==> src/rtl/core/mfau_pkg.sv <==
// Shared constants and types for the motor feedback angle unwrap block.
`default_nettype none

package mfau_pkg;

  localparam int unsigned MOTOR_COUNT = 4;
  localparam int unsigned MOTOR_IDX_W = (MOTOR_COUNT > 1) ? $clog2(MOTOR_COUNT) : 1;

  localparam int unsigned ID_W    = 11;
  localparam int unsigned BYTE_W  = 8;
  localparam int unsigned ANGLE_W = 16;
  localparam int unsigned TOTAL_W = 32;

  localparam logic [ID_W-1:0] BASE_ID_RESET = 11'h201;

  localparam logic signed [ANGLE_W-1:0] TURN_COUNTS = 16'sd8192;
  localparam logic signed [ANGLE_W-1:0] WRAP_LIMIT  = 16'sd7500;

  typedef struct packed {
    logic                   hit;
    logic [MOTOR_IDX_W-1:0] idx;
  } match_t;

endpackage

`default_nettype wire

==> src/rtl/core/mfau_match.sv <==
// Frame identifier window compare that selects the motor.
`default_nettype none

module mfau_match
  import mfau_pkg::*;
(
  input  logic [ID_W-1:0] frame_id_i,
  input  logic [ID_W-1:0] base_i,
  output match_t          match_o
);

  logic [ID_W:0] diff;

  assign diff = {1'b0, frame_id_i} - {1'b0, base_i};

  always_comb begin
    match_o.hit = !diff[ID_W] && (diff[ID_W-1:0] < ID_W'(MOTOR_COUNT));
    match_o.idx = diff[MOTOR_IDX_W-1:0];
  end

endmodule

`default_nettype wire

==> src/rtl/core/mfau_track.sv <==
// Per-motor angle history, wrap-corrected step and multi-turn total.
`default_nettype none

module mfau_track
  import mfau_pkg::*;
(
  input  logic                        clk_i,
  input  logic                        rst_ni,
  input  logic                        upd_i,
  input  logic [MOTOR_IDX_W-1:0]      idx_i,
  input  logic [ANGLE_W-1:0]          angle_i,
  output logic signed [ANGLE_W-1:0]   step_o,
  output logic signed [TOTAL_W-1:0]   total_o
);

  logic [ANGLE_W-1:0]      prev_q [MOTOR_COUNT];
  logic [TOTAL_W-1:0]      acc_q  [MOTOR_COUNT];
  logic [MOTOR_COUNT-1:0]  seen_q;

  logic signed [ANGLE_W-1:0] raw;
  logic signed [ANGLE_W-1:0] fix;

  assign raw = signed'(angle_i - prev_q[idx_i]);

  always_comb begin
    if (raw > WRAP_LIMIT) begin
      fix = raw - TURN_COUNTS;
    end else if (raw < -WRAP_LIMIT) begin
      fix = raw + TURN_COUNTS;
    end else begin
      fix = raw;
    end
  end

  assign step_o  = seen_q[idx_i] ? fix : '0;
  assign total_o = signed'(acc_q[idx_i] + {{(TOTAL_W-ANGLE_W){step_o[ANGLE_W-1]}}, step_o});

  always_ff @(posedge clk_i or negedge rst_ni) begin
    if (!rst_ni) begin
      seen_q <= '0;
      for (int i = 0; i < MOTOR_COUNT; i++) begin
        prev_q[i] <= '0;
        acc_q[i]  <= '0;
      end
    end else begin
      for (int i = 0; i < MOTOR_COUNT; i++) begin
        if (upd_i && (idx_i == MOTOR_IDX_W'(i))) begin
          seen_q[i] <= 1'b1;
          prev_q[i] <= angle_i;
          acc_q[i]  <= unsigned'(total_o);
        end
      end
    end
  end

  a_first_step_zero: assert property (@(posedge clk_i) disable iff (!rst_ni)
    (upd_i && !seen_q[idx_i]) |-> (step_o == '0))
    else $error("first beat of a motor produced a nonzero step");

  a_seen_after_update: assert property (@(posedge clk_i) disable iff (!rst_ni)
    upd_i |=> seen_q[$past(idx_i)])
    else $error("seen flag not set after an update");

  a_prev_stored: assert property (@(posedge clk_i) disable iff (!rst_ni)
    upd_i |=> (prev_q[$past(idx_i)] == $past(angle_i)))
    else $error("previous angle not stored");

endmodule

`default_nettype wire

==> src/rtl/core/motor_feedback_angle_unwrap.sv <==
// Top level of the motor feedback angle unwrap block.
//
// Input channel: in_valid_i/in_ready_o carry one received bus frame per beat,
// an 11-bit identifier and seven payload bytes. A frame whose identifier lies
// in base_frame_id to base_frame_id+MOTOR_COUNT-1 selects one motor and gives
// one result beat; any other frame is consumed and gives none.
// Output channel: out_valid_o/out_ready_i carry the decoded fields, the
// wrap-corrected angle step and the motor's 32-bit multi-turn total.
// The base identifier is written through base_frame_id_we_i; the user must
// write it only while idle, as the block itself does not enforce it. A frame
// goes from input beat to result beat through an input register and a
// result register, with the decode, step and total logic between them. One
// frame is accepted every cycle while results are taken. When the receiver
// stalls, the result register holds and one more frame waits in the input
// register before in_ready_o drops. Reset clears the per-motor angles,
// totals and first-frame flags and sets the base identifier to 0x201.
`default_nettype none

module motor_feedback_angle_unwrap
  import mfau_pkg::*;
(
  input  logic                      clk_i,
  input  logic                      rst_ni,
  input  logic                      base_frame_id_we_i,
  input  logic [ID_W-1:0]           base_frame_id_i,
  input  logic                      in_valid_i,
  output logic                      in_ready_o,
  input  logic [ID_W-1:0]           frame_id_i,
  input  logic [BYTE_W-1:0]         byte0_i,
  input  logic [BYTE_W-1:0]         byte1_i,
  input  logic [BYTE_W-1:0]         byte2_i,
  input  logic [BYTE_W-1:0]         byte3_i,
  input  logic [BYTE_W-1:0]         byte4_i,
  input  logic [BYTE_W-1:0]         byte5_i,
  input  logic [BYTE_W-1:0]         byte6_i,
  output logic                      out_valid_o,
  input  logic                      out_ready_i,
  output logic [MOTOR_IDX_W-1:0]    motor_index_o,
  output logic [ANGLE_W-1:0]        raw_angle_o,
  output logic signed [15:0]        speed_rpm_o,
  output logic signed [15:0]        current_raw_o,
  output logic [BYTE_W-1:0]         temperature_o,
  output logic signed [ANGLE_W-1:0] angle_step_o,
  output logic signed [TOTAL_W-1:0] total_angle_o
);

  logic [ID_W-1:0]   base_q;

  logic              s1_valid_q;
  logic [ID_W-1:0]   s1_id_q;
  logic [BYTE_W-1:0] s1_byte_q [7];

  logic              out_valid_q;
  logic              out_valid_d;

  match_t                    match;
  logic                      s1_adv;
  logic                      upd;
  logic [ANGLE_W-1:0]        angle;
  logic signed [ANGLE_W-1:0] step;
  logic signed [TOTAL_W-1:0] total;

  assign s1_adv     = s1_valid_q && (!out_valid_q || out_ready_i);
  assign in_ready_o = !s1_valid_q || s1_adv;
  assign upd        = s1_adv && match.hit;
  assign angle      = {s1_byte_q[0], s1_byte_q[1]};

  mfau_match u_match (
    .frame_id_i (s1_id_q),
    .base_i     (base_q),
    .match_o    (match)
  );

  mfau_track u_track (
    .clk_i   (clk_i),
    .rst_ni  (rst_ni),
    .upd_i   (upd),
    .idx_i   (match.idx),
    .angle_i (angle),
    .step_o  (step),
    .total_o (total)
  );

  always_ff @(posedge clk_i or negedge rst_ni) begin
    if (!rst_ni) begin
      base_q <= BASE_ID_RESET;
    end else if (base_frame_id_we_i) begin
      base_q <= base_frame_id_i;
    end
  end

  always_ff @(posedge clk_i or negedge rst_ni) begin
    if (!rst_ni) begin
      s1_valid_q <= 1'b0;
    end else if (in_ready_o) begin
      s1_valid_q <= in_valid_i;
    end
  end

  always_ff @(posedge clk_i) begin
    if (in_valid_i && in_ready_o) begin
      s1_id_q      <= frame_id_i;
      s1_byte_q[0] <= byte0_i;
      s1_byte_q[1] <= byte1_i;
      s1_byte_q[2] <= byte2_i;
      s1_byte_q[3] <= byte3_i;
      s1_byte_q[4] <= byte4_i;
      s1_byte_q[5] <= byte5_i;
      s1_byte_q[6] <= byte6_i;
    end
  end

  always_comb begin
    if (s1_adv) begin
      out_valid_d = match.hit;
    end else if (out_ready_i) begin
      out_valid_d = 1'b0;
    end else begin
      out_valid_d = out_valid_q;
    end
  end

  always_ff @(posedge clk_i or negedge rst_ni) begin
    if (!rst_ni) begin
      out_valid_q <= 1'b0;
    end else begin
      out_valid_q <= out_valid_d;
    end
  end

  always_ff @(posedge clk_i) begin
    if (upd) begin
      motor_index_o <= match.idx;
      raw_angle_o   <= angle;
      speed_rpm_o   <= signed'({s1_byte_q[2], s1_byte_q[3]});
      current_raw_o <= signed'({s1_byte_q[4], s1_byte_q[5]});
      temperature_o <= s1_byte_q[6];
      angle_step_o  <= step;
      total_angle_o <= total;
    end
  end

  assign out_valid_o = out_valid_q;

  a_ready_low_only_full: assert property (@(posedge clk_i) disable iff (!rst_ni)
    !in_ready_o |-> (s1_valid_q && out_valid_q && !out_ready_i))
    else $error("input stalled while a stage was free");

  a_result_from_hit: assert property (@(posedge clk_i) disable iff (!rst_ni)
    $rose(out_valid_q) |-> $past(s1_valid_q && match.hit))
    else $error("result beat without a matching frame");

  a_step_matches_total: assert property (@(posedge clk_i) disable iff (!rst_ni)
    (upd && (step == '0)) |-> (unsigned'(total) == u_track.acc_q[match.idx]))
    else $error("zero step changed the total");

endmodule

`default_nettype wire

==> config.mk <==
export PLATFORM = sky130hd
export DESIGN_NAME = motor_feedback_angle_unwrap
export DESIGN_NICKNAME = d
export VERILOG_FILES = /design/src/rtl/core/mfau_pkg.sv /design/src/rtl/core/mfau_match.sv /design/src/rtl/core/mfau_track.sv /design/src/rtl/core/motor_feedback_angle_unwrap.sv
export SDC_FILE = /design/constraint.sdc
export NUM_CORES = 1
export LEC_CHECK = 0
export BUFFER_PORTS_ARGS = -buffer_cell sky130_fd_sc_hd__buf_2
export CAP_MARGIN = 20
export CORE_UTILIZATION = 40
export DETAILED_ROUTE_END_ITERATION = 8
export GPL_TIMING_DRIVEN = 1
export PLACE_DENSITY = 0.69
export RECOVER_POWER = 100
export REMOVE_ABC_BUFFERS = 1
export SYNTH_ARGS = -nofsm -noshare
export SYNTH_HDL_FRONTEND = slang
export SYNTH_SLANG_ARGS = --single-unit
==> constraint.sdc <==
create_clock -name clk_i -period 39.9 [get_ports clk_i]
set_input_delay 3.99 -clock clk_i [delete_from_list [all_inputs] [get_ports clk_i]]
set_output_delay 3.99 -clock clk_i [all_outputs]
set_load 0.05 [all_outputs]
# == Word level (Yosys, flattened, before mapping) ==
# Memories as Yosys holds them, arrays and structs flattened. A register that Yosys moved wholly into a read port is not among the register bits.
# Cells that the tools add are included.
# op_classes
addsub,5
magnitude_cmp,5
eq_ne,3
muxes,15
bitwise_logic,1
n_reduce_logical,15
# op_table
cell,n
2-to-1 mux 16 bit,5
binary-select mux 32 bit (select 2 bit),1
2-to-1 mux 32 bit,2
adder 32 bit,1
binary-select mux 16 bit (select 2 bit),1
"adder 16 x 15 -> 16 bit, second input constant",1
"> comparator 16 x 14 -> 1 bit, second input constant",1
"< comparator 16 x 14 -> 1 bit, second input constant",1
"subtractor 16 x 15 -> 16 bit, second input constant",1
subtractor 16 bit,1
subtractor 11 x 11 -> 12 bit,1
"< comparator 11 x 3 -> 1 bit, second input constant",1
logical AND 1 bit,8
2-to-1 mux 1 bit,5
"equality test 2 bit, second input constant",2
"greater-or-equal comparator 3 bit, second input constant",1
logical NOT 1 bit,3
"< comparator 2 x 3 -> 1 bit, second input constant",1
inverter 2 -> 3 bit,1
binary-select mux 1 bit (select 2 bit),1
"equality test 2 x 1 -> 1 bit, second input constant",1
logical NOT 2 bit,1
logical OR 1 bit,2
nonzero test 2 bit,1
# word_totals
reg_bits,286
ramBits,56
inputBits,83
out_inout_bits,108
wordCells,65
mem_count,1
# memory_table
memory,depth,width,rd,rd_ports_with_merged_regs,write_ports,line,text
s1_byte_q,7,8,7,5,7,motor_feedback_angle_unwrap.sv:51,logic [BYTE_W-1:0] s1_byte_q [7];

# == Logic depth before layout (Yosys ltp) ==
# Gate-level depths: netlist (run 1).
# depth
word_depth,11
depth_mapped,31
mapped_depth_nobuf,27

# == Hierarchy ==
# A second synthesis (run 1) with hierarchy kept.
# unflattened
hier_cells,1430
hier_area_um2,17311.6
# by_module_without_submodules
mod,n_inst,cells_each,area_each_um2,seq_area_each_um2
mfau_track,1,1145,11034.3,4904.7
motor_feedback_angle_unwrap,1,206,5736.8,5522.8
mfau_match,1,79,540.5,0.0

# == Worst setup path before layout (run 1) ==
# No wires, ideal clock.
# synth_path
kind,input-to-reg
from,input out_ready_i
to,register out_valid_q (netlist: out_valid_o)
setup_ns,0.134
arrival_time_ns,16.313
t_required_ns,39.766
path_slack_ns,23.454
cell_stages,5
n_path_buf,0
path_cell_list,nor2b_1 nor4_1 nand2_1 nor4b_1 or2_2
# synth_via
elab_chain_len,3
word_cells_on_any_way,4
cone_classes,1 x mux; 3 x reduce/logical
# synth_lines
item,line,text
start: declaration,motor_feedback_angle_unwrap.sv:37,"input logic out_ready_i,"
logical OR 1 bit,motor_feedback_angle_unwrap.sv:63,assign s1_adv = s1_valid_q && (!out_valid_q || out_ready_i);
logical AND 1 bit,motor_feedback_angle_unwrap.sv:63,
2-to-1 mux 1 bit,motor_feedback_angle_unwrap.sv:114,if (s1_adv) begin
via out_valid_d,motor_feedback_angle_unwrap.sv:54,logic out_valid_d;
end signal: assignment,motor_feedback_angle_unwrap.sv:127,out_valid_q <= out_valid_d;
end: declaration,motor_feedback_angle_unwrap.sv:53,logic out_valid_q;
# The timed path passes the listed nets, and every way through them passes these cells.
# A chain may end at the register's enable or synchronous reset.

==> impl_metrics.py, run 1 <==
metrics = {
    "sta": {
        "fmax_mhz": 79.0,
        "setup_viol": 0,
        "skew_ns": 0.0230,
        "tightest_slew_ns": 4.52,
        "rsz0062_at_grt": "no",
        "period_share_pct": 31.7,
        "fin_crit_ns": 12.66,
        "slew-limit-headroom_pct": -201,
        "setup_tns_ns": 0,
        "hold_viol": 0,
        "slew_violations": 689,
    },
    "clocking": {
        "cts.sinks": 382,
        "hold_buffers": 0,
        "clk_latency_ns": 0.57,
        "numCtsBuffers": 41,
        "postCtsSetupRepairBufs": 0,
        "clkSlewWorstSetupHoldPaths_ns": 0.06,
        "cts_resized": 0,
        "cts_htree_levels": 2,
        "clockBufferDepth": 3,
        "cts_root_buf": "clkbuf_16",
        "cts_tree": "done",
    },
    "placement": {
        "dp.final_hpwl_mm": 22.9,
        "routabilityCongestion": 0.829,
        "io_buffers": 190,
    },
    "global_route": {
        "grt_max_degree": 131,
        "antenna_found_initial": 1,
        "overflow": 0,
        "grt_pass1_vias": 10441,
        "grt_util_all_layers_pct": 16.7,
        "grt_pass1_wl_mm": 57.2,
    },
    "routing": {
        "route.met3.wl_mm": 1.45,
        "wl_met2_mm": 17.4,
        "via_per_inst": 5.30,
        "avgRoutedWirePerCell_um": 18.8,
        "top_layer": "met5",
        "wl_met1_mm": 16.1,
        "routed_wl_mm": 35.8,
        "drtAntennaViolNets": 0,
        "vias": 10094,
        "dr.pass1.iters": 7,
        "route.detailed.drc": 0,
        "drt-initial-drc-count": 486,
    },
    "synthesis": {
        "synth_most_common_cell": "dfrtp_1",
        "synth_ff_type": "dfrtp_1",
        "netlist.area_leader.share_pct": 30.3,
        "synth-async-reset-ratio_pct": 54.7,
        "yosys_warnings": 0,
        "ys_ff_latch": 382,
        "yosysSeqAreaShare_pct": 60.9,
        "syn_inst": 1133,
        "ys_top_cells_by_count": "dfrtp_1, mux2_2, edfxtp_1",
        "syn-cell-area_um2": 17100,
        "synth_edf_count": 173,
        "yosys.area.top_type": "edfxtp_1",
        "syn_avg_cell_area_um2": 15.1,
        "synth_cell_types": 65,
        "synth.area.top_cells": "edfxtp_1, dfrtp_1, mux2_2, mux4_2, ha_1",
    },
    "worst_hold_path": {
        "hold_class": "register to register",
        "whs_path_depth": 0,
        "holdPathEnd": "speed_rpm_o[9]",
        "hp-start": "s1_byte_q[2][1]",
    },
    "critical_path": {
        "worstPathCellList": "clkbuf_1 -> clkbuf_1 -> clkbuf_1 -> clkbuf_1",
        "rr_worst_depth": 23,
        "worst_path_dominant_cell_family": "buffers and inverters",
        "slowest_stage": "clkbuf_1",
        "r2r_start": "base_q[0]",
        "cpMostUsedCell": "clkbuf_1",
        "max_stage_delay_ns": 2.71,
        "r2r_setup_slack_ns": 28.31,
        "start_kind": "primary input",
        "cp_num_buf_inv": 4,
        "crit_fanout": 69,
        "arrival_ns": 12.45,
        "end_kind": "async pin",
        "critical_path_required_ns": 39.68,
        "critPathKind": "primary input to async pin",
        "rr_endpoint": "u_track.acc_q[62]",
    },
    "floorplanning": {
        "core_area_um2": 42100,
        "fp.dieArea_um2": 43700,
        "die_width_um": 209,
        "dieHeight_um": 209,
        "start_util_pct": 40.7,
        "num_io_pins": 191,
        "row_count": 75,
    },
    "status": {
        "status": "finished, violations left",
        "violations": "max-capacitance violations, max-slew violations",
    },
    "final_layout": {
        "num_antenna_cells": 0,
        "multi_input_area_um2": 6340,
        "fillers": 3705,
        "syn2layout_area_growth_pct": 15.8,
        "utilization_pct": 47.1,
        "drive_gt1_share_pct": 29.0,
        "regArea_um2": 10400,
        "nNetsFinal": 1478,
    },
    "pwr": {
        "max-vdd-ir-drop_uv": 27.2,
        "p_leak_nw": 8.63,
        "power_density_nw_per_um2": 45.4,
        "p_total_mw": 0.901,
    },
    "run": {
        "maxCapViolations": 13,
    },
}
==> worst register-to-register path: stages (launching register included) <==
cell and delay, ns:
dfstp_1 0.53, ha_1 0.66, clkbuf_1 2.76, mux4_2 0.77, inv_1 0.07, ha_1 0.26
a21boi_0 0.37, o21a_1 0.15, o21ai_0 0.15, mux2_1 0.38, or3_1 0.40, o21ba_1 0.20
a211oi_1 2.00, ha_1 0.58, a21o_1 0.20, a21o_1 0.17, a221o_1 0.34, a31oi_1 0.36
nor3_1 0.10, a211oi_1 0.25, a21oi_1 0.14, a21oi_1 0.19, xnor2_1 0.16, mux2_2 0.29
==> routing by layer <==
metal  vias up  track usage (%)
met5         -                0
met4         2             6.39
met3        68             3.07
met2       217             27.3
met1      5113             22.1
li1       4694                -
==> kinds of logic after synthesis <==
logic type | share of synthesized area [%]
flip-flops | 60.9
multiplexers | 19.3
AO/OA/AOI/OAI | 6.78
AND/OR/NAND/NOR | 4.30
buffers and inverters | 2.03
adder cells (fa/ha/maj) | 4.59
XOR/XNOR | 2.13
==> how the worst max path moves through the flow <==
stage | endpoint | slack (ns) | cells past startpoint | startpoint
finish | u_track.prev_q[31] | 27.24 | 4 | rst_ni
global route | out_valid_o | 25.11 | 4 | rst_ni
CTS | in_ready_o | 31.25 | 4 | out_ready_i
detailed placement | in_ready_o | 31.25 | 4 | out_ready_i
global placement | in_ready_o | 31.30 | 4 | out_ready_i
floorplan | out_valid_o | 23.45 | 5 | out_ready_i
==> flip-flops by register name (all words and copies together) (netlist names) <==
signal and flops:
u_track.acc_q 128, u_track.prev_q 64, s1_byte_q 56, total_angle_o 32, angle_step_o 16, current_raw_o 16, raw_angle_o 16, speed_rpm_o 16
base_q 11, s1_id_q 11, temperature_o 8, u_track.seen_q 4, motor_index_o 2, out_valid_o 1, s1_valid_q 1
==> per-stage QoR <==
step | cells | cell area, um^2 | setup WS, ns | hold WS, ns
2_1_floorplan | 1091 | 17000 | 23.45 | 0.400
3_3_place_gp | 1828 | 18700 | 31.30 | 0.400
3_5_place_dp | 1828 | 18700 | 31.25 | 0.405
4_1_cts | 1904 | 20100 | 31.25 | 0.386
5_1_grt | 1906 | 19800 | 25.11 | 0.391
6_report | 1906 | 19800 | 27.24 | 0.399
==> cells in the final DEF, fill, tap and decap left out, types with 4 or more instances in the layout <==
cell         n
nand2_1     40
o221ai_1     4
clkinv_2     8
a31oi_1      9
mux2_2     194
and3_1      12
a21o_1      16
a211oi_1     5
buf_2       78
xor2_1      17
nor2_1      29
o31ai_1      4
inv_1       47
mux4_2      48
edfxtp_1   173
o211ai_1     4
nor3_1       9
ha_1        58
clkbuf_1   131
clkinv_1     7
or2_2        6
nand4_1      7
a21oi_1     44
xnor2_1     22
a221oi_1     4
nor2b_1      8
bufinv_16    5
dfrtp_1    207
nand3_1      9
clkbuf_16   41
nand2b_1     5
o21ai_0     31
a211o_1      6
and2_0       4
o21bai_1     6
o21a_1      11
==> where the power goes <==
| group | internal (mW) | switching [mW] |
|---|---|---|
| combinational | 0.0333 | 0.0557 |
| sequential | 0.424 | 0.00446 |
| clock | 0.224 | 0.160 |
| total | 0.681 | 0.220 |
==> final cells by class <==
| cell class | count | share of cell area, % |
|---|---|---|
| repair buffers | 200 | 4.28 |
| clock buffers | 50 | 5.34 |
| clock inverters | 26 | 1.55 |
| multi-input cells | 662 | 32.0 |
| well taps | 539 | 3.40 |
| flip-flops and latches | 382 | 52.6 |
| inverters | 47 | 0.889 |
Note: power is estimated with default switching activity, not from simulation.
==> inputs of run 2 (changes only) <==
Clock period 39.9 ns to 12.1 ns, I/O delays scaled along.
==> impl_metrics.py, run 2 (synthesis gave the netlist of run 1 again) <==
metrics = {
    "status": {
        "status": "finished, violations left",
        "violations": "max-capacitance violations, max-slew violations",
    },
    "sta": {
        "fin_crit_ns": 8.61,
        "rsz0062_at_grt": "no",
        "setup_viol": 0,
        "slew-limit-headroom_pct": -199,
        "hold_viol": 0,
        "period_share_pct": 71.1,
        "hold_ws_ns": 0.415,
        "fmax_mhz": 116,
        "skew_ns": 0.0182,
        "tightest_slew_ns": 4.48,
        "slew_violations": 568,
    },
    "routing": {
        "avgRoutedWirePerCell_um": 18.8,
        "via_per_inst": 5.30,
        "wl_met1_mm": 16.5,
        "routed_wl_mm": 35.9,
        "route.met3.wl_mm": 1.47,
        "top_layer": "met4",
        "vias": 10126,
        "route.detailed.drc": 0,
        "wl_met2_mm": 17.2,
        "drtAntennaViolNets": 0,
        "dr.pass1.iters": 5,
        "drt-initial-drc-count": 646,
    },
    "critical_path": {
        "critPathKind": "register to register",
        "start_kind": "register",
        "rr_worst_depth": 25,
        "r2r_setup_slack_ns": 3.49,
        "rr_endpoint": "u_track.acc_q[30]",
        "end_kind": "register",
        "arrival_ns": 9.05,
        "crit_fanout": 41,
        "crit_end": "u_track.acc_q[30]",
        "critical_path_required_ns": 12.54,
        "critPathLaunch": "base_q[0]",
        "r2r_start": "base_q[0]",
    },
    "clocking": {
        "cts_htree_levels": 2,
        "cts_root_buf": "clkbuf_16",
        "clk_latency_ns": 0.57,
        "cts_tree": "done",
        "postCtsSetupRepairBufs": 0,
        "clockBufferDepth": 3,
        "hold_buffers": 0,
        "cts_resized": 0,
        "cts.sinks": 382,
        "clkSlewWorstSetupHoldPaths_ns": 0.06,
        "numCtsBuffers": 43,
    },
    "pwr": {
        "p_leak_nw": 8.70,
        "max-vdd-ir-drop_uv": 78.7,
        "power_density_nw_per_um2": 154,
    },
    "final_layout": {
        "largest_reg_flops": 128,
        "top_register": "u_track.acc_q",
        "drive_gt1_share_pct": 29.5,
        "utilization_pct": 47.5,
        "finalNonFillerCells": 1912,
        "mostFrequentLayoutCells": "dfrtp_1, mux2_2, edfxtp_1",
        "nNetsFinal": 1481,
        "reg_top3": "u_track.acc_q: 128 flops, u_track.prev_q: 64 flops, s1_byte_q: 56 flops",
        "final_common_cell": "dfrtp_1",
        "syn2layout_area_growth_pct": 16.8,
    },
    "floorplanning": {
        "start_util_pct": 40.7,
        "die_width_um": 209,
        "fp.dieArea_um2": 43700,
        "dieHeight_um": 209,
        "row_count": 75,
        "core_area_um2": 42100,
        "num_io_pins": 191,
    },
    "global_route": {
        "grt_util_all_layers_pct": 16.9,
        "antenna_found_initial": 1,
        "grt_pass1_vias": 10448,
        "grt_max_degree": 130,
        "grt_pass1_wl_mm": 58.0,
        "overflow": 0,
    },
    "placement": {
        "post-place-cells": 1829,
        "routabilityCongestion": 0.846,
        "io_buffers": 190,
        "dp.final_hpwl_mm": 23.1,
    },
    "worst_hold_path": {
        "hold_class": "register to register",
    },
    "run": {
        "maxCapViolations": 10,
    },
}
run 2: changes by cell type in the layout (fill, tap and decap cells not counted), moves of 2 or more:
cell	previous run	this run
clkinv_1	7	4
inv_6	0	2
clkinv_2	8	5
bufinv_16	5	8
clkbuf_16	41	44
buf_4	0	2
run 2: worst min path at each step:
stage                         start                to  slack, ns  cells past startpoint
detailed placement  s1_byte_q[3][1]    speed_rpm_o[1]       0.40                      0
floorplan           s1_byte_q[5][0]  current_raw_o[0]       0.40                      0
finish              s1_byte_q[3][1]    speed_rpm_o[1]       0.42                      0
global route        s1_byte_q[5][0]  current_raw_o[0]       0.42                      0
global placement    s1_byte_q[6][1]  temperature_o[1]       0.40                      0
CTS                 s1_byte_q[3][1]    speed_rpm_o[1]       0.42                      0
run 2: per-stage QoR:
stage	setup slack [ns]	total power, mW	area [um^2]	setup TNS, ns
after floorplan	-1.92	1.63	17000	-179.86
after global placement	4.24	1.73	18700	0
after detailed placement	4.04	1.74	18700	0
after CTS	4.00	3.12	20200	0
after global routing	3.01	3.20	20000	0
final	3.49	3.08	20000	0
run 2: critical path, stage by stage (launching register included):
cell and delay [ns]:
dfstp_1 0.57, ha_4 0.15, inv_1 0.04, fa_1 1.10, buf_4 0.68, mux4_2 0.33, inv_1 0.04, ha_1 0.40
a21boi_0 0.40, o21a_1 0.16, o21ai_0 0.17, mux2_1 0.39, or3_1 0.42, o21ba_1 0.23, a211oi_4 0.75, ha_1 0.44
a21o_1 0.21, a21o_1 0.17, a221o_1 0.34, a31oi_1 0.35, nor3_1 0.09, a211oi_1 0.28, a21oi_1 0.11, a21oi_1 0.19
xnor2_1 0.16, mux2_2 0.30
run 2: per-layer routing:
metal,up-vias,global-route usage (%)
met5,-,0
met4,0,6.21
met3,55,2.77
met2,221,27.1
met1,5163,23.2
li1,4687,-
run 2: final cells by class:
class | instances | area, um^2
clock buffer | 57 | 1160
timing repair buffer | 201 | 861
sequential | 382 | 10400
tap | 539 | 674
multi-input combinational | 662 | 6370
fill | 3686 | 22100
inverter | 47 | 176
antenna | 1 | 2.50
clock inverter | 23 | 337
run 2: where the power goes:
part | switching, mW | internal (mW)
Sequential | 0.0153 | 1.40
Clock | 0.521 | 0.849
Combinational | 0.186 | 0.108
==> inputs of run 3 (changes only) <==
Settings changed: PLACE_DENSITY 0.69 to 0.71.
Clock period 12.1 ns to 7.7 ns, I/O delays scaled along.
==> impl_metrics.py, run 3 (synthesis gave the netlist of run 1 again) <==
metrics = {
    "status": {
        "status": "finished, violations left",
        "violations": "max-capacitance violations, max-slew violations",
    },
    "placement": {
        "post-place-cells": 1834,
        "routabilityCongestion": 0.839,
        "io_buffers": 190,
        "dp.final_hpwl_mm": 23.7,
        "pre_cts_ws_ns": 0.00501,
    },
    "routing": {
        "drt-initial-drc-count": 473,
        "vias": 10086,
        "drtAntennaViolNets": 0,
        "via_per_inst": 5.27,
        "avgRoutedWirePerCell_um": 18.9,
        "routed_wl_mm": 36.1,
        "dr.pass1.iters": 5,
        "route.detailed.drc": 0,
    },
    "critical_path": {
        "max_stage_delay_ns": 0.66,
        "rr_worst_depth": 25,
        "worst_path_dominant_cell_family": "compound AO/OA/AOI/OAI gates",
        "crit_end": "u_track.acc_q[126]",
        "start_kind": "register",
        "cpMostUsedCell": "a21oi_1",
        "cp_num_buf_inv": 2,
        "slowest_stage": "fa_2",
        "end_kind": "register",
        "crit_fanout": 7,
        "critical_path_required_ns": 8.14,
        "critPathKind": "register to register",
        "r2r_start": "base_q[0]",
        "worst-path-stages": 25,
        "rr_endpoint": "u_track.acc_q[126]",
        "critPathLaunch": "base_q[0]",
        "r2r_setup_slack_ns": 0.49,
        "arrival_ns": 7.64,
    },
    "sta": {
        "rsz0062_at_grt": "no",
        "fmax_mhz": 139,
        "slew_violations": 615,
        "hold_viol": 0,
        "setup_viol": 0,
        "fin_crit_ns": 7.21,
        "slew-limit-headroom_pct": -202,
        "period_share_pct": 93.6,
        "skew_ns": 0.0216,
        "fin_ws_ns": 0.493,
        "tightest_slew_ns": 4.53,
    },
    "final_layout": {
        "num_antenna_cells": 0,
        "mostFrequentLayoutCells": "dfrtp_1, mux2_2, edfxtp_1",
        "top_register": "u_track.acc_q",
        "fillers": 3679,
        "finalNonFillerCells": 1913,
        "final_common_cell": "dfrtp_1",
        "drive_gt1_share_pct": 29.9,
        "syn2layout_area_growth_pct": 16.3,
        "nNetsFinal": 1485,
        "largest_reg_flops": 128,
        "reg_top3": "u_track.acc_q: 128 flops, u_track.prev_q: 64 flops, s1_byte_q: 56 flops",
    },
    "floorplanning": {
        "dieHeight_um": 209,
        "row_count": 75,
        "fp.dieArea_um2": 43700,
        "start_util_pct": 40.7,
        "num_io_pins": 191,
        "die_width_um": 209,
        "core_area_um2": 42100,
    },
    "global_route": {
        "grt_pass1_vias": 10582,
        "grt_pass1_wl_mm": 58.6,
        "antenna_found_initial": 0,
        "grt_util_all_layers_pct": 17.1,
        "met3_usage_pct": 3.44,
        "overflow": 0,
        "grt_use_met1_pct": 22.9,
        "grt_max_degree": 80,
        "met2_usage_pct": 28.2,
        "busiest_layer": "met2",
    },
    "clocking": {
        "cts_root_buf": "clkbuf_16",
        "cts.sinks": 382,
        "clkSlewWorstSetupHoldPaths_ns": 0.07,
        "clk_latency_ns": 0.56,
        "numCtsBuffers": 41,
        "cts_tree": "done",
        "cts_htree_levels": 2,
        "hold_buffers": 0,
        "clockBufferDepth": 3,
    },
    "pwr": {
        "max-vdd-ir-drop_uv": 128,
        "pwr-share-comb_pct": 10.0,
        "p_leak_nw": 8.68,
        "netSwitchingPower_mw": 1.12,
        "swShare_pct": 23.8,
        "p_clk_share_pct": 42.7,
        "p_int_mw": 3.58,
        "power_density_nw_per_um2": 236,
        "seqPwrFrac_pct": 47.3,
    },
    "run": {
        "maxCapViolations": 11,
    },
    "worst_hold_path": {
        "hold_class": "primary input to register",
    },
}
run 3: changes by cell type in the layout (fill, tap and decap cells not counted), moves of 2 or more:
cell and delta:
buf_2 -3, buf_4 +5, bufinv_16 -4, clkbuf_2 +3
clkbuf_8 +4, nor3_1 +2, nor3_2 -2, o21ai_0 -2
run 3: area by class of cell:
class / instances / area [um^2] / area share, %
sequential: 382 / 10400 / 52.3
multi-input combinational: 662 / 6370 / 32.0
clock buffer: 58 / 1180 / 5.93
timing repair buffer: 207 / 902 / 4.53
tap: 539 / 674 / 3.38
clock inverter: 18 / 198 / 0.992
inverter: 47 / 176 / 0.885
run 3: power groups by stage:
stage          Combinational (mW)  Sequential [mW]  Clock (mW)
6_report                    0.472             2.22        2.01
5_1_grt                     0.522             2.22        2.14
4_1_cts                     0.480             2.22        2.06
3_5_place_dp                0.474             2.26           0
3_3_place_gp                0.461             2.25           0
2_1_floorplan               0.312             2.25           0
run 3: layer usage:
layer	vias to the layer above	wire length, um
li1	4696	-
met1	5163	16500
met2	179	17600
met3	48	1410
met4	0	672
met5	-	0
run 3: worst min path at each step:
stage,start,end,depth (start not counted)
2_1_floorplan,s1_byte_q[5][0],current_raw_o[0],0
3_3_place_gp,s1_byte_q[3][4],speed_rpm_o[4],0
4_1_cts,rst_ni,u_track.seen_q[0],1
3_5_place_dp,s1_byte_q[4][4],current_raw_o[12],0
6_report,byte3_i[2],s1_byte_q[3][2],1
5_1_grt,byte0_i[0],s1_byte_q[0][0],1
run 3: repair_timing:
| item | in CTS | in global routing |
|---|---|---|
| gates resized for setup | 0 | 1 |
| pin swaps | 1 | 0 |
| endpoints found under the setup margin | 4 | 4 |
| buffers inserted | 3 | 0 |
| cloned | 0 | 0 |
run 3: metrics by stage:
step	power (mW)	hold slack [ns]	cell area [um^2]	util, %	TNS [ns]
after global routing	4.88	0.351	19900	47.3	0
after global placement	2.72	0.400	18800	44.5	0
after detailed placement	2.73	0.405	18800	44.5	0
after CTS	4.76	0.254	20200	47.8	0
after floorplan	2.56	0.400	17000	-	-658.78
final	4.70	0.384	19900	47.3	0
